File: src/rtl/cst_pkg.sv
package cst_pkg;

  localparam int CAPACITY = 16;
  localparam int VALUE_W  = 16;
  localparam int CNT_W    = $clog2(CAPACITY + 1);
  localparam int IDX_W    = (CAPACITY > 1) ? $clog2(CAPACITY) : 1;

  typedef enum logic [1:0] {
    KIND_INSERT = 2'd0,
    KIND_DELETE = 2'd1,
    KIND_LOOKUP = 2'd2
  } kind_t;

  typedef enum logic {
    ST_IDLE = 1'b0,
    ST_EXEC = 1'b1
  } state_t;

  // controller to datapath
  typedef struct packed {
    logic load_in;
    logic exec;
  } cmd_t;

  // datapath to controller
  typedef struct packed {
    logic out_busy;
  } stat_t;

endpackage

File: src/rtl/compacting_set_table.sv
// Compacting set table: a packed table of up to 16 distinct 16-bit values.
// Input channel (in_valid / in_stall) carries one beat per operation:
//   in_kind 0 insert, 1 delete, 2 lookup (3 behaves as lookup), in_value.
// Result channel (out_valid / out_stall) returns one beat per operation:
//   membership before the operation, count after it, full/empty flags and
//   a dropped flag for a new insert refused because the table was full.
// A taken beat is held in input registers and its result is registered in the
//   execute step. The controller takes a beat, then runs the parallel compare
//   and the table update in that step; no new beat is taken until it ends.
// All entries are compared at once; a delete shifts the later entries
//   down one place in the same cycle.
// The result sits in an output register, so the next input beat is taken
//   while a result waits. If out_stall holds, the following operation waits
//   in the execute step until the result register is freed.
// Reset (rst_n low, synchronous) empties the set and drops any pending
//   result; table contents are not cleared since only live slots are read.
module compacting_set_table (
  input  logic                          clk,
  input  logic                          rst_n,
  input  logic                          in_valid,
  output logic                          in_stall,
  input  logic [1:0]                    in_kind,
  input  logic [cst_pkg::VALUE_W-1:0]   in_value,
  output logic                          out_valid,
  input  logic                          out_stall,
  output logic                          out_was_member,
  output logic [cst_pkg::CNT_W-1:0]     out_count_now,
  output logic                          out_is_full,
  output logic                          out_is_empty,
  output logic                          out_dropped
);

  cst_pkg::cmd_t  cmd;
  cst_pkg::stat_t stat;

  cst_ctrl u_ctrl (
    .clk      (clk),
    .rst_n    (rst_n),
    .in_valid (in_valid),
    .in_stall (in_stall),
    .stat     (stat),
    .cmd      (cmd)
  );

  cst_datapath u_datapath (
    .clk            (clk),
    .rst_n          (rst_n),
    .cmd            (cmd),
    .stat           (stat),
    .in_kind        (in_kind),
    .in_value       (in_value),
    .out_valid      (out_valid),
    .out_stall      (out_stall),
    .out_was_member (out_was_member),
    .out_count_now  (out_count_now),
    .out_is_full    (out_is_full),
    .out_is_empty   (out_is_empty),
    .out_dropped    (out_dropped)
  );

endmodule

File: src/rtl/cst_ctrl.sv
module cst_ctrl (
  input  logic              clk,
  input  logic              rst_n,
  input  logic              in_valid,
  output logic              in_stall,
  input  cst_pkg::stat_t    stat,
  output cst_pkg::cmd_t     cmd
);

  cst_pkg::state_t state_r;
  cst_pkg::state_t state_nxt;

  always_ff @(posedge clk) begin
    if (!rst_n) begin
      state_r <= cst_pkg::ST_IDLE;
    end else begin
      state_r <= state_nxt;
    end
  end

  always_comb begin
    state_nxt = state_r;
    case (state_r)
      cst_pkg::ST_IDLE: begin
        if (in_valid) state_nxt = cst_pkg::ST_EXEC;
      end
      cst_pkg::ST_EXEC: begin
        // hold until the result register can take the new beat
        if (!stat.out_busy) state_nxt = cst_pkg::ST_IDLE;
      end
      default: state_nxt = cst_pkg::ST_IDLE;
    endcase
  end

  always_comb begin
    in_stall     = 1'b1;
    cmd.load_in  = 1'b0;
    cmd.exec     = 1'b0;
    case (state_r)
      cst_pkg::ST_IDLE: begin
        in_stall    = 1'b0;
        cmd.load_in = in_valid;
      end
      cst_pkg::ST_EXEC: begin
        cmd.exec = !stat.out_busy;
      end
      default: begin
        in_stall = 1'b1;
      end
    endcase
  end

endmodule

File: src/rtl/cst_datapath.sv
module cst_datapath (
  input  logic                          clk,
  input  logic                          rst_n,
  input  cst_pkg::cmd_t                 cmd,
  output cst_pkg::stat_t                stat,
  input  logic [1:0]                    in_kind,
  input  logic [cst_pkg::VALUE_W-1:0]   in_value,
  output logic                          out_valid,
  input  logic                          out_stall,
  output logic                          out_was_member,
  output logic [cst_pkg::CNT_W-1:0]     out_count_now,
  output logic                          out_is_full,
  output logic                          out_is_empty,
  output logic                          out_dropped
);

  cst_pkg::kind_t                kind_r;
  logic [cst_pkg::VALUE_W-1:0]   value_r;
  logic [cst_pkg::VALUE_W-1:0]   entries_r [cst_pkg::CAPACITY];
  logic [cst_pkg::CNT_W-1:0]     count_r;
  logic [cst_pkg::CNT_W-1:0]     count_nxt;

  logic                          out_valid_r;
  logic                          was_member_r;
  logic                          is_full_r;
  logic                          is_empty_r;
  logic                          dropped_r;

  logic [cst_pkg::CAPACITY-1:0]  hit;
  logic                          member;
  logic [cst_pkg::IDX_W-1:0]     slot;
  logic                          full;
  logic                          do_insert;
  logic                          do_delete;
  logic                          drop;

  // compare every live entry in parallel
  always_comb begin
    slot = '0;
    for (int i = 0; i < cst_pkg::CAPACITY; i++) begin
      hit[i] = (cst_pkg::CNT_W'(i) < count_r) && (entries_r[i] == value_r);
      if (hit[i]) slot = slot | cst_pkg::IDX_W'(i);
    end
  end

  assign member = |hit;
  assign full   = (count_r == cst_pkg::CNT_W'(cst_pkg::CAPACITY));

  always_comb begin
    do_insert = 1'b0;
    do_delete = 1'b0;
    drop      = 1'b0;
    case (kind_r)
      cst_pkg::KIND_INSERT: begin
        do_insert = !member && !full;
        drop      = !member && full;
      end
      cst_pkg::KIND_DELETE: begin
        do_delete = member;
      end
      default: begin
        do_insert = 1'b0;
      end
    endcase
  end

  always_comb begin
    count_nxt = count_r;
    if (do_insert) count_nxt = count_r + cst_pkg::CNT_W'(1);
    else if (do_delete) count_nxt = count_r - cst_pkg::CNT_W'(1);
  end

  always_ff @(posedge clk) begin
    if (cmd.load_in) begin
      kind_r  <= cst_pkg::kind_t'(in_kind);
      value_r <= in_value;
    end
  end

  // append at the tail, or close the gap left by a delete
  always_ff @(posedge clk) begin
    if (cmd.exec) begin
      for (int i = 0; i < cst_pkg::CAPACITY; i++) begin
        if (do_insert && (count_r == cst_pkg::CNT_W'(i))) begin
          entries_r[i] <= value_r;
        end else if (do_delete && (i < cst_pkg::CAPACITY - 1) &&
                     (cst_pkg::IDX_W'(i) >= slot)) begin
          entries_r[i] <= entries_r[(i < cst_pkg::CAPACITY - 1) ? i + 1 : i];
        end
      end
    end
  end

  always_ff @(posedge clk) begin
    if (!rst_n) begin
      count_r     <= '0;
      out_valid_r <= 1'b0;
    end else begin
      if (cmd.exec) begin
        count_r     <= count_nxt;
        out_valid_r <= 1'b1;
      end else if (!out_stall) begin
        out_valid_r <= 1'b0;
      end
    end
  end

  always_ff @(posedge clk) begin
    if (cmd.exec) begin
      was_member_r <= member;
      is_full_r    <= (count_nxt == cst_pkg::CNT_W'(cst_pkg::CAPACITY));
      is_empty_r   <= (count_nxt == '0);
      dropped_r    <= drop;
    end
  end

  assign stat.out_busy  = out_valid_r && out_stall;
  assign out_valid      = out_valid_r;
  assign out_was_member = was_member_r;
  assign out_count_now  = count_r;
  assign out_is_full    = is_full_r;
  assign out_is_empty   = is_empty_r;
  assign out_dropped    = dropped_r;

endmodule
File: config.mk
export PLATFORM = sky130hd
export DESIGN_NAME = compacting_set_table
export DESIGN_NICKNAME = d
export VERILOG_FILES = /design/src/rtl/cst_pkg.sv /design/src/rtl/compacting_set_table.sv /design/src/rtl/cst_ctrl.sv /design/src/rtl/cst_datapath.sv
export SDC_FILE = /design/constraint.sdc
export NUM_CORES = 1
export LEC_CHECK = 0
export BUFFER_PORTS_ARGS = -buffer_cell sky130_fd_sc_hd__buf_2
export CORE_MARGIN = 10
export CORE_UTILIZATION = 64
export DETAILED_ROUTE_END_ITERATION = 10
export PLACE_DENSITY_LB_ADDON = 0.15
export SLEW_MARGIN = 20
export SYNTH_ARGS = -nofsm -noshare
export SYNTH_HDL_FRONTEND = slang
export SYNTH_SLANG_ARGS = --single-unit
File: constraint.sdc
create_clock -name clk -period 5.5 [get_ports clk]
set_input_delay 0.825 -clock clk [delete_from_list [all_inputs] [get_ports clk]]
set_output_delay 0.825 -clock clk [all_outputs]
set_load 0.03 [all_outputs]
==> results.sh, run 1 <==
export IMPL_clk_pin_slew_worst_paths_ps=60
export IMPL_root_buffer="clkbuf_16"
export IMPL_setup_viol=0
export IMPL_seqPwrFrac_pct=49.5
export IMPL_ios=33
export IMPL_grt_pass1_wl_mm=60.8
export IMPL_ir_worst_vdd_v=0.000269
export IMPL_synthCells=1171
export IMPL_r2r_start="u_datapath.value_r[6]"
export IMPL_initial_core_util_pct=65.5
export IMPL_grt_remaining_overflow=0
export IMPL_synth_fp_nets=1198
export IMPL_tightest_slew_ps=1050
export IMPL_p_sw_share_pct=21.4
export IMPL_cts_tree="yes"
export IMPL_powerDensity_nw_per_um2=283
export IMPL_clkLatencyLatePin_ps=560
export IMPL_finalMaxSlewViolations=0
export IMPL_grt_antenna_before_repair=0
export IMPL_tns_ps=0
export IMPL_min_from="in_value[11]"
export IMPL_synth_seq_area_share_pct=52.8
export IMPL_syn_area_um2=16100
export IMPL_first_global_vias=9756
export IMPL_final_hold_viol_count=0
export IMPL_period_share_pct=93.2
export IMPL_die_w_um=178
export IMPL_routed_wl_mm=40.6
export IMPL_synthArstFlopShare_pct=0
export IMPL_fin_nets=1217
export IMPL_place_area_um2=16400
export IMPL_cpMostUsedCell="buf_4"
export IMPL_r2r_cells=11
export IMPL_firstDrtPassIters=6
export IMPL_die_area_um2=31800
export IMPL_crit_fanout=21
export IMPL_postCtsSetupRepairBufs=0
export IMPL_rsz0062_at_grt="no"
export IMPL_switchingPower_w=0.00106
export IMPL_slowest_delay_ps=1030
export IMPL_viasPerCell=6.31
export IMPL_synth_ff_type="edfxtp_1"
export IMPL_numCtsBuffers=30
export IMPL_pwr_share_comb_pct=7.4
export IMPL_die_height_um=178
export IMPL_cp_num_buf_inv=2
export IMPL_clockPowerShare_pct=43.1
export IMPL_vias=9687
export IMPL_place_hpwl_mm=28.6
export IMPL_cts_resized=0
export IMPL_drv_cap=0
export IMPL_rows=57
export IMPL_final_cell_mix="278 x edfxtp_1, 215 x mux2_2, 171 x xor2_1"
export IMPL_holdPathStages=1
export IMPL_wl_per_cell_um=26.5
export IMPL_synth_edf_count=278
export IMPL_r2r_end="u_datapath.entries_r[0][75]"
export IMPL_r2r_slack_ps=370
export IMPL_gp_congestion=0.951
export IMPL_start_kind="flop"
export IMPL_clock_path_buffers=3
export IMPL_required_ps=5740
export IMPL_intPower_w=0.00388
export IMPL_clock_tree_htree_level_count=1
export IMPL_io_buffers=32
export IMPL_drtIter0Drc=920
export IMPL_endpoint_kind="flop"
export IMPL_finClkSkew_ps=13.7
export IMPL_post_route_drc_count=0
export IMPL_nFillCells=1694
export IMPL_path_delay_family="simple AND/OR/NAND/NOR gates"
export IMPL_syn2layout_area_growth_pct=8.52
export IMPL_power_leakage_nw=5.96
export IMPL_hold_end="u_datapath.value_r[11]"
export IMPL_fin_crit_ps=5130
export IMPL_critical_path_arrival_ps=5360
export IMPL_path_class="reg -> reg"
export IMPL_core_area_um2=24500
export IMPL_stdcell_area_um2=17400
export IMPL_antennaDiodeCount=0
export IMPL_holdBufCountCts=0
export IMPL_hold_path_class="in -> reg"
export IMPL_slew_headroom_pct=30.3
export IMPL_max_freq_mhz=195
export IMPL_track_usage_pct=25.4
export IMPL_synth_warnings=0
export IMPL_status="finished, final reports clean"
export IMPL_synth_distinct_cells=73
export IMPL_synth_seq_cells=285
export IMPL_drtAntennaViolNets=0
export IMPL_clkSinkCount=285
export IMPL_crit_chain="buf_4, xnor2_1, nand4_1, nor3_1, a2bb2oi_1, and3b_1, a41oi_4, and3_4, nand2b_1, nand2_1, buf_4"
export IMPL_drive_above_1_share_pct=31.6
export IMPL_grt_max_degree=33
export IMPL_layout_commonest_cell="edfxtp_1"
export IMPL_avgSynthCellArea_um2=13.7
export IMPL_slowest_stage="edfxtp_1"
-- area by class of cell --
cell class | count | area, µm² | area share, %
repair buffers | 85 | 596 | 3.41
well taps | 324 | 405 | 2.32
flip-flops and latches | 285 | 8490 | 48.7
clock buffers | 39 | 806 | 4.62
inverters | 11 | 41.3 | 0.237
clock inverters | 14 | 216 | 1.24
multi-input cells | 777 | 6890 | 39.5
-- metrics by stage --
step / hold WS (ps) / util [%] / cells / setup WS (ps) / total power (W)
after global routing: 430 / 71.1 / 1535 / 210 / 0.00506
after CTS: 428 / 71.1 / 1535 / 517 / 0.00496
after global placement: 483 / 66.9 / 1482 / 572 / 0.00284
final: 446 / 71.1 / 1535 / 374 / 0.00493
after detailed placement: 512 / 66.9 / 1482 / 515 / 0.00285
after floorplan: 421 / - / 1171 / 1120 / 0.00275
-- metal layers --
| metal | part of all wire (%) | vias up | track usage, % | wire length [µm] |
|---|---|---|---|---|
| met1 | 41 | 4913 | 31.9 | 16500 |
| li1 | - | 4364 | - | - |
| met5 | 0 | - | 0 | 0 |
| met3 | 5.0 | 85 | 3.19 | 2050 |
| met2 | 51 | 325 | 44.6 | 20800 |
| met4 | 3.2 | 0 | 8.30 | 1320 |
-- synth_stat cells, types with 17 or more instances --
| cell type | n | area share (%) |
|---|---|---|
| mux2_2 | 215 | 15 |
| xnor2_1 | 86 | 4.7 |
| buf_2 | 33 | 1.0 |
| nor2_1 | 24 | 0.56 |
| nand3_1 | 25 | 0.78 |
| nand4_1 | 29 | 1.1 |
| edfxtp_1 | 278 | 52 |
| clkbuf_1 | 25 | 0.58 |
| nor4_1 | 38 | 1.5 |
| xor2_1 | 171 | 9.3 |
| nand2_1 | 22 | 0.51 |
| nor3_1 | 17 | 0.53 |
| mux2_4 | 18 | 1.7 |
| buf_6 | 29 | 2.0 |
-- power groups by stage --
stage | registers, W | logic, W | clock network (W)
5_1_grt | 0.00244 | 0.000392 | 0.00222
2_1_floorplan | 0.00246 | 0.000292 | 0
6_report | 0.00244 | 0.000365 | 0.00213
4_1_cts | 0.00244 | 0.000365 | 0.00215
3_3_place_gp | 0.00249 | 0.000356 | 0
3_5_place_dp | 0.00249 | 0.000361 | 0
-- worst max path at each step --
| stage | slack, ps | cells past startpoint | startpoint | to |
|---|---|---|---|---|
| final | 370 | 11 | u_datapath.value_r[6] | u_datapath.entries_r[0][75] |
| after global routing | 210 | 11 | u_datapath.value_r[6] | u_datapath.entries_r[1][26] |
| after CTS | 520 | 10 | u_datapath.value_r[6] | u_datapath.entries_r[1][31] |
| after detailed placement | 520 | 11 | u_datapath.value_r[6] | u_datapath.entries_r[0][74] |
| after global placement | 570 | 11 | u_datapath.value_r[6] | u_datapath.entries_r[0][75] |
| after floorplan | 1120 | 8 | u_datapath.out_count_now[3] | u_datapath.entries_r[1][100] |
-- state kept, by name, summed over array words and instances, names as in the netlist --
name / count
u_datapath.out_is_empty: 1
u_datapath.out_is_full: 1
u_datapath.kind_r: 2
u_datapath.out_valid: 1
u_datapath.out_dropped: 1
u_datapath.out_count_now: 5
u_datapath.out_was_member: 1
u_ctrl.state_r: 1
u_datapath.value_r: 16
u_datapath.entries_r: 256
-- cell families (layout without fill, tap and decap cells) --
| group | after synthesis | in the layout | synth area share (%) |
|---|---|---|---|
| buffers and inverters | 109 | 149 | 4.44 |
| adder cells (fa/ha/maj) | 5 | 5 | 0.389 |
| XOR/XNOR | 257 | 257 | 14.0 |
| AO/OA/AOI/OAI | 69 | 69 | 3.37 |
| flip-flops | 285 | 285 | 52.8 |
| AND/OR/NAND/NOR | 200 | 200 | 7.36 |
| multiplexers | 246 | 246 | 17.6 |
No activity file was read; power rests on OpenSTA's default activity.
==> inputs of run 2 (changes only) <==
REMOVE_ABC_BUFFERS = 1   (was unset)
==> results.sh, run 2 (synthesis gave the netlist of run 1 again) <==
export IMPL_status="finished, final reports clean"
export IMPL_slowest_stage="edfxtp_1"
export IMPL_core_area_um2=24500
export IMPL_clk_pin_slew_worst_paths_ps=70
export IMPL_antennaDiodeCount=0
export IMPL_path_delay_family="simple AND/OR/NAND/NOR gates"
export IMPL_root_buffer="clkbuf_16"
export IMPL_period_share_pct=86.2
export IMPL_power_leakage_nw=5.94
export IMPL_rsz0062_at_grt="no"
export IMPL_endpoint_kind="flop"
export IMPL_gp_congestion=1.00
export IMPL_hold_path_class="in -> reg"
export IMPL_drtAntennaViolNets=0
export IMPL_tightest_slew_ps=1170
export IMPL_fin_crit_ps=4740
export IMPL_post_route_drc_count=0
export IMPL_required_ps=5740
export IMPL_fin_nets=1222
export IMPL_wl_per_cell_um=25.7
export IMPL_critPathLaunch="u_datapath.value_r[1]"
export IMPL_crit_end="u_datapath.entries_r[0][74]"
export IMPL_nFillCells=1694
export IMPL_powerDensity_nw_per_um2=276
export IMPL_largest_reg_flops=256
export IMPL_firstDrtPassIters=5
export IMPL_seq_area_um2=8490
export IMPL_cts_tree="yes"
export IMPL_die_area_um2=31800
export IMPL_die_w_um=178
export IMPL_place_hpwl_mm=27.4
export IMPL_slew_headroom_pct=22.3
export IMPL_drive_above_1_share_pct=32.2
export IMPL_grt_max_degree=33
export IMPL_vias=9696
export IMPL_layout_commonest_cell="edfxtp_1"
export IMPL_rows=57
export IMPL_initial_core_util_pct=65.5
export IMPL_io_buffers=32
export IMPL_tns_ps=0
export IMPL_crit_fanout=21
export IMPL_ir_worst_vdd_v=0.000246
export IMPL_cp_num_buf_inv=2
export IMPL_clock_path_buffers=3
export IMPL_first_global_vias=9975
export IMPL_slowest_delay_ps=1070
export IMPL_crit_cells=11
export IMPL_final_hold_viol_count=0
export IMPL_final_cell_mix="278 x edfxtp_1, 215 x mux2_2, 171 x xor2_1"
export IMPL_syn2layout_area_growth_pct=8.08
export IMPL_die_height_um=178
export IMPL_numCtsBuffers=29
export IMPL_registers_top_by_ff_count="u_datapath.entries_r"
export IMPL_ios=33
export IMPL_p_total_w=0.00479
export IMPL_r2r_cells=11
export IMPL_grt_antenna_before_repair=0
export IMPL_clock_tree_htree_level_count=1
export IMPL_r2r_end="u_datapath.entries_r[0][74]"
export IMPL_holdBufCountCts=0
export IMPL_routed_wl_mm=39.6
export IMPL_multi_input_area_um2=6890
export IMPL_setup_viol=0
export IMPL_r2r_slack_ps=760
export IMPL_crit_chain="buf_4, xor2_1, nor4_1, nand3_1, nor4_1, nor4_2, a41oi_4, and3_4, nand2b_1, nand2_1, buf_4"
export IMPL_postCtsSetupRepairBufs=0
export IMPL_cts_resized=0
export IMPL_finalMaxSlewViolations=0
export IMPL_track_usage_pct=24.9
export IMPL_drv_cap=0
export IMPL_start_kind="flop"
export IMPL_clkSinkCount=285
export IMPL_finClkSkew_ps=17.8
export IMPL_path_class="reg -> reg"
export IMPL_grt_remaining_overflow=0
export IMPL_critical_path_arrival_ps=4990
export IMPL_r2r_start="u_datapath.value_r[1]"
export IMPL_viasPerCell=6.30
export IMPL_drtIter0Drc=867
export IMPL_grt_pass1_wl_mm=60.2
export IMPL_clkLatencyLatePin_ps=560
export IMPL_max_freq_mhz=211
## run 2: layout make-up
cell class              count  share of cell area [%]
clock buffers              34                    4.29
clock inverters            17                    1.07
inverters                  11                   0.238
multi-input cells         777                    39.7
flip-flops and latches    285                    48.9
well taps                 324                    2.33
repair buffers             91                    3.54
## run 2: worst min-delay path by stage
stage,from,slack (ps),cells past startpoint,end
floorplan,u_datapath.entries_r[1][38],550,1,u_datapath.entries_r[1][22]
detailed placement,u_datapath.out_valid,510,2,u_datapath.out_valid
CTS,in_value[15],420,1,u_datapath.value_r[15]
global route,in_value[11],440,1,u_datapath.value_r[11]
global placement,u_datapath.out_valid,490,2,u_datapath.out_valid
finish,in_value[3],440,1,u_datapath.value_r[3]
## run 2: worst reg2reg max path: cells and delay by family (launching register included)
family,cells,cell delay [ps]
simple gates,7,2330
compound gates,1,330
xor+xnor,1,100
flops,1,1070
buf+inv,2,610
## run 2: metal layers
metal	part of all wire, %	track usage, %
met1	41	31.5
met2	50	42.2
met3	5.3	3.62
met4	4.0	9.65
met5	0	0
## run 2: where the power goes
group          internal (W)  switching [W]
clock network       0.00115       0.000834
registers           0.00240      0.0000492
logic              0.000168       0.000186
total               0.00372        0.00107
## run 2: stage by stage
| stage | setup WS, ps | instances | instance area, µm² | utilization, % | hold WS (ps) |
|---|---|---|---|---|---|
| global route | 448 | 1539 | 17400 | 70.8 | 436 |
| finish | 757 | 1539 | 17400 | 70.8 | 442 |
| global placement | 921 | 1488 | 16400 | 67.0 | 493 |
| detailed placement | 805 | 1488 | 16400 | 67.0 | 505 |
| floorplan | 952 | 1073 | 15400 | - | 551 |
| CTS | 761 | 1539 | 17400 | 70.8 | 424 |
==> inputs of run 3 (changes only) <==
--- a/config.mk
+++ b/config.mk
@@ -7,6 +7,7 @@
 export LEC_CHECK = 0
 export BUFFER_PORTS_ARGS = -buffer_cell sky130_fd_sc_hd__buf_2
+export CAP_MARGIN = 25
 export CORE_MARGIN = 10
-export CORE_UTILIZATION = 64
+export CORE_UTILIZATION = 45
 export DETAILED_ROUTE_END_ITERATION = 10
 export PLACE_DENSITY_LB_ADDON = 0.15
==> constraint.sdc (replaced) <==
create_clock -name clk -period 5.5 [get_ports clk]
set_input_delay 0.825 -clock clk [delete_from_list [all_inputs] [get_ports clk]]
set_output_delay 0.825 -clock clk [all_outputs]
set_load 0.01 [all_outputs]
==> results.sh, run 3 (synthesis gave the netlist of run 1 again) <==
export IMPL_drv_cap=0
export IMPL_ios=33
export IMPL_wl_per_cell_um=25.0
export IMPL_ir_worst_vdd_v=0.000279
export IMPL_rsz0062_at_grt="no"
export IMPL_holdPathStages=1
export IMPL_crit_chain="buf_4, xor2_1, nor4_1, o21ai_0, o22ai_1, a311oi_2, and4b_1, o211ai_4, a21o_1, mux2_2"
export IMPL_critical_path_arrival_ps=4950
export IMPL_post_route_drc_count=0
export IMPL_die_area_um2=43700
export IMPL_drive_above_1_share_pct=32.0
export IMPL_slowest_delay_ps=840
export IMPL_powerDensity_nw_per_um2=279
export IMPL_use_met1_pct=24.6
export IMPL_period_share_pct=85.5
export IMPL_status="finished, final reports clean"
export IMPL_clock_path_buffers=3
export IMPL_vias=9444
export IMPL_track_usage_pct=18.9
export IMPL_endpoint_kind="flop"
export IMPL_final_cell_mix="278 x edfxtp_1, 215 x mux2_2, 171 x xor2_1"
export IMPL_tightest_slew_ps=874
export IMPL_gp_congestion=0.943
export IMPL_place_hpwl_mm=29.8
export IMPL_tns_ps=0
export IMPL_firstDrtPassIters=5
export IMPL_layout_commonest_cell="edfxtp_1"
export IMPL_r2r_start="u_datapath.value_r[11]"
export IMPL_initial_core_util_pct=45.4
export IMPL_largest_reg_flops=256
export IMPL_clock_tree_htree_level_count=2
export IMPL_first_global_vias=9721
export IMPL_drtIter0Drc=682
export IMPL_antennaDiodeCount=0
export IMPL_dp_cells=1623
export IMPL_power_leakage_nw=6.02
export IMPL_path_delay_family="compound AO/OA/AOI/OAI gates"
export IMPL_finClkSkew_ps=22.8
export IMPL_hold_path_class="in -> reg"
export IMPL_registers_top_by_ff_count="u_datapath.entries_r"
export IMPL_r2r_end="u_datapath.entries_r[1][16]"
export IMPL_hold_end="u_datapath.kind_r[1]"
export IMPL_grt_max_degree=33
export IMPL_r2r_slack_ps=800
export IMPL_holdBufCountCts=0
export IMPL_min_from="in_kind[1]"
export IMPL_path_class="reg -> reg"
export IMPL_die_height_um=209
export IMPL_r2r_cells=10
export IMPL_clk_pin_slew_worst_paths_ps=60
export IMPL_die_w_um=209
export IMPL_nFillCells=3130
export IMPL_io_buffers=32
export IMPL_numCtsBuffers=34
export IMPL_max_freq_mhz=213
export IMPL_final_instance_count_excl_fill=1681
export IMPL_grt_pass1_wl_mm=63.5
export IMPL_top_usage_layer="met2"
export IMPL_routed_wl_mm=42.1
export IMPL_clkLatencyLatePin_ps=520
export IMPL_grt_antenna_before_repair=0
export IMPL_grt_remaining_overflow=0
export IMPL_postCtsSetupRepairBufs=0
export IMPL_fin_crit_ps=4700
export IMPL_syn2layout_area_growth_pct=10.3
export IMPL_final_hold_viol_count=0
export IMPL_start_kind="flop"
export IMPL_viasPerCell=5.62
export IMPL_crit_fanout=19
export IMPL_rows=69
export IMPL_core_area_um2=35400
export IMPL_cts_resized=0
export IMPL_setup_viol=0
export IMPL_use_met3_pct=3.04
export IMPL_slowest_stage="edfxtp_1"
export IMPL_finalMaxSlewViolations=0
export IMPL_fin_nets=1226
export IMPL_drtAntennaViolNets=0
export IMPL_cts_tree="yes"
export IMPL_required_ps=5750
export IMPL_clkSinkCount=285
export IMPL_slew_headroom_pct=41.7
export IMPL_grt_use_met2_pct=31.3
export IMPL_cp_num_buf_inv=1
export IMPL_root_buffer="clkbuf_16"
## run 3: changes by cell type in the layout (fill, tap and decap cells not counted), sizes merged
cell,delta
buf,-1
bufinv,-2
clkbuf,+11
clkinv,-3
clkinvlp,-1
inv,+1
## run 3: worst max path at each step
stage                                              end  cells past startpoint  slack (ps)              startpoint
after floorplan           u_datapath.entries_r[1][100]                      9         970  u_datapath.value_r[11]
after global placement     u_datapath.entries_r[1][31]                      9         690   u_datapath.value_r[3]
after detailed placement   u_datapath.entries_r[1][16]                      9         610   u_datapath.value_r[3]
after CTS                  u_datapath.entries_r[1][31]                     10         620   u_datapath.value_r[3]
after global routing       u_datapath.entries_r[1][20]                     11         500  u_datapath.value_r[11]
final                      u_datapath.entries_r[1][16]                     10         800  u_datapath.value_r[11]
## run 3: where the power goes
| group | switching (W) | total (W) | leakage [nW] | internal (W) |
|---|---|---|---|---|
| registers | 0.0000298 | 0.00243 | 2.57 | 0.00240 |
| clock network | 0.000874 | 0.00213 | 0.498 | 0.00126 |
| logic | 0.000203 | 0.000380 | 2.95 | 0.000176 |
| total | 0.00111 | 0.00495 | 6.02 | 0.00384 |
## run 3: area by class of cell
| cell class | count | area [µm²] | area share, % |
|---|---|---|---|
| clock buffers | 45 | 913 | 5.15 |
| clock inverters | 12 | 110 | 0.621 |
| inverters | 11 | 41.3 | 0.233 |
| multi-input cells | 777 | 6890 | 38.9 |
| flip-flops and latches | 285 | 8490 | 47.9 |
| well taps | 461 | 577 | 3.25 |
| repair buffers | 90 | 703 | 3.97 |
## run 3: worst register-to-register path, stage by stage, from the launching register on
cell and delay (ps):
edfxtp_1 840, buf_4 310, xor2_1 90, nor4_1 300, o21ai_0 250, o22ai_1 460, a311oi_2 160, and4b_1 380
o211ai_4 640, a21o_1 600, mux2_2 420
## run 3: per-layer routing
| layer | vias to the layer above | share of wire [%] |
|---|---|---|
| li1 | 4390 | - |
| met5 | - | 0 |
| met3 | 78 | 3.6 |
| met2 | 180 | 49 |
| met4 | 0 | 2.9 |
| met1 | 4796 | 45 |
## run 3: per-stage QoR
stage	total power [W]	hold WS (ps)	utilization (%)	cell area [µm²]	setup WS, ps
2_1_floorplan	0.00271	540	-	15400	966
3_3_place_gp	0.00286	507	47.1	16700	693
3_5_place_dp	0.00286	502	47.1	16700	611
4_1_cts	0.00498	465	50.0	17700	622
5_1_grt	0.00510	467	50.1	17700	499
6_report	0.00495	481	50.1	17700	800
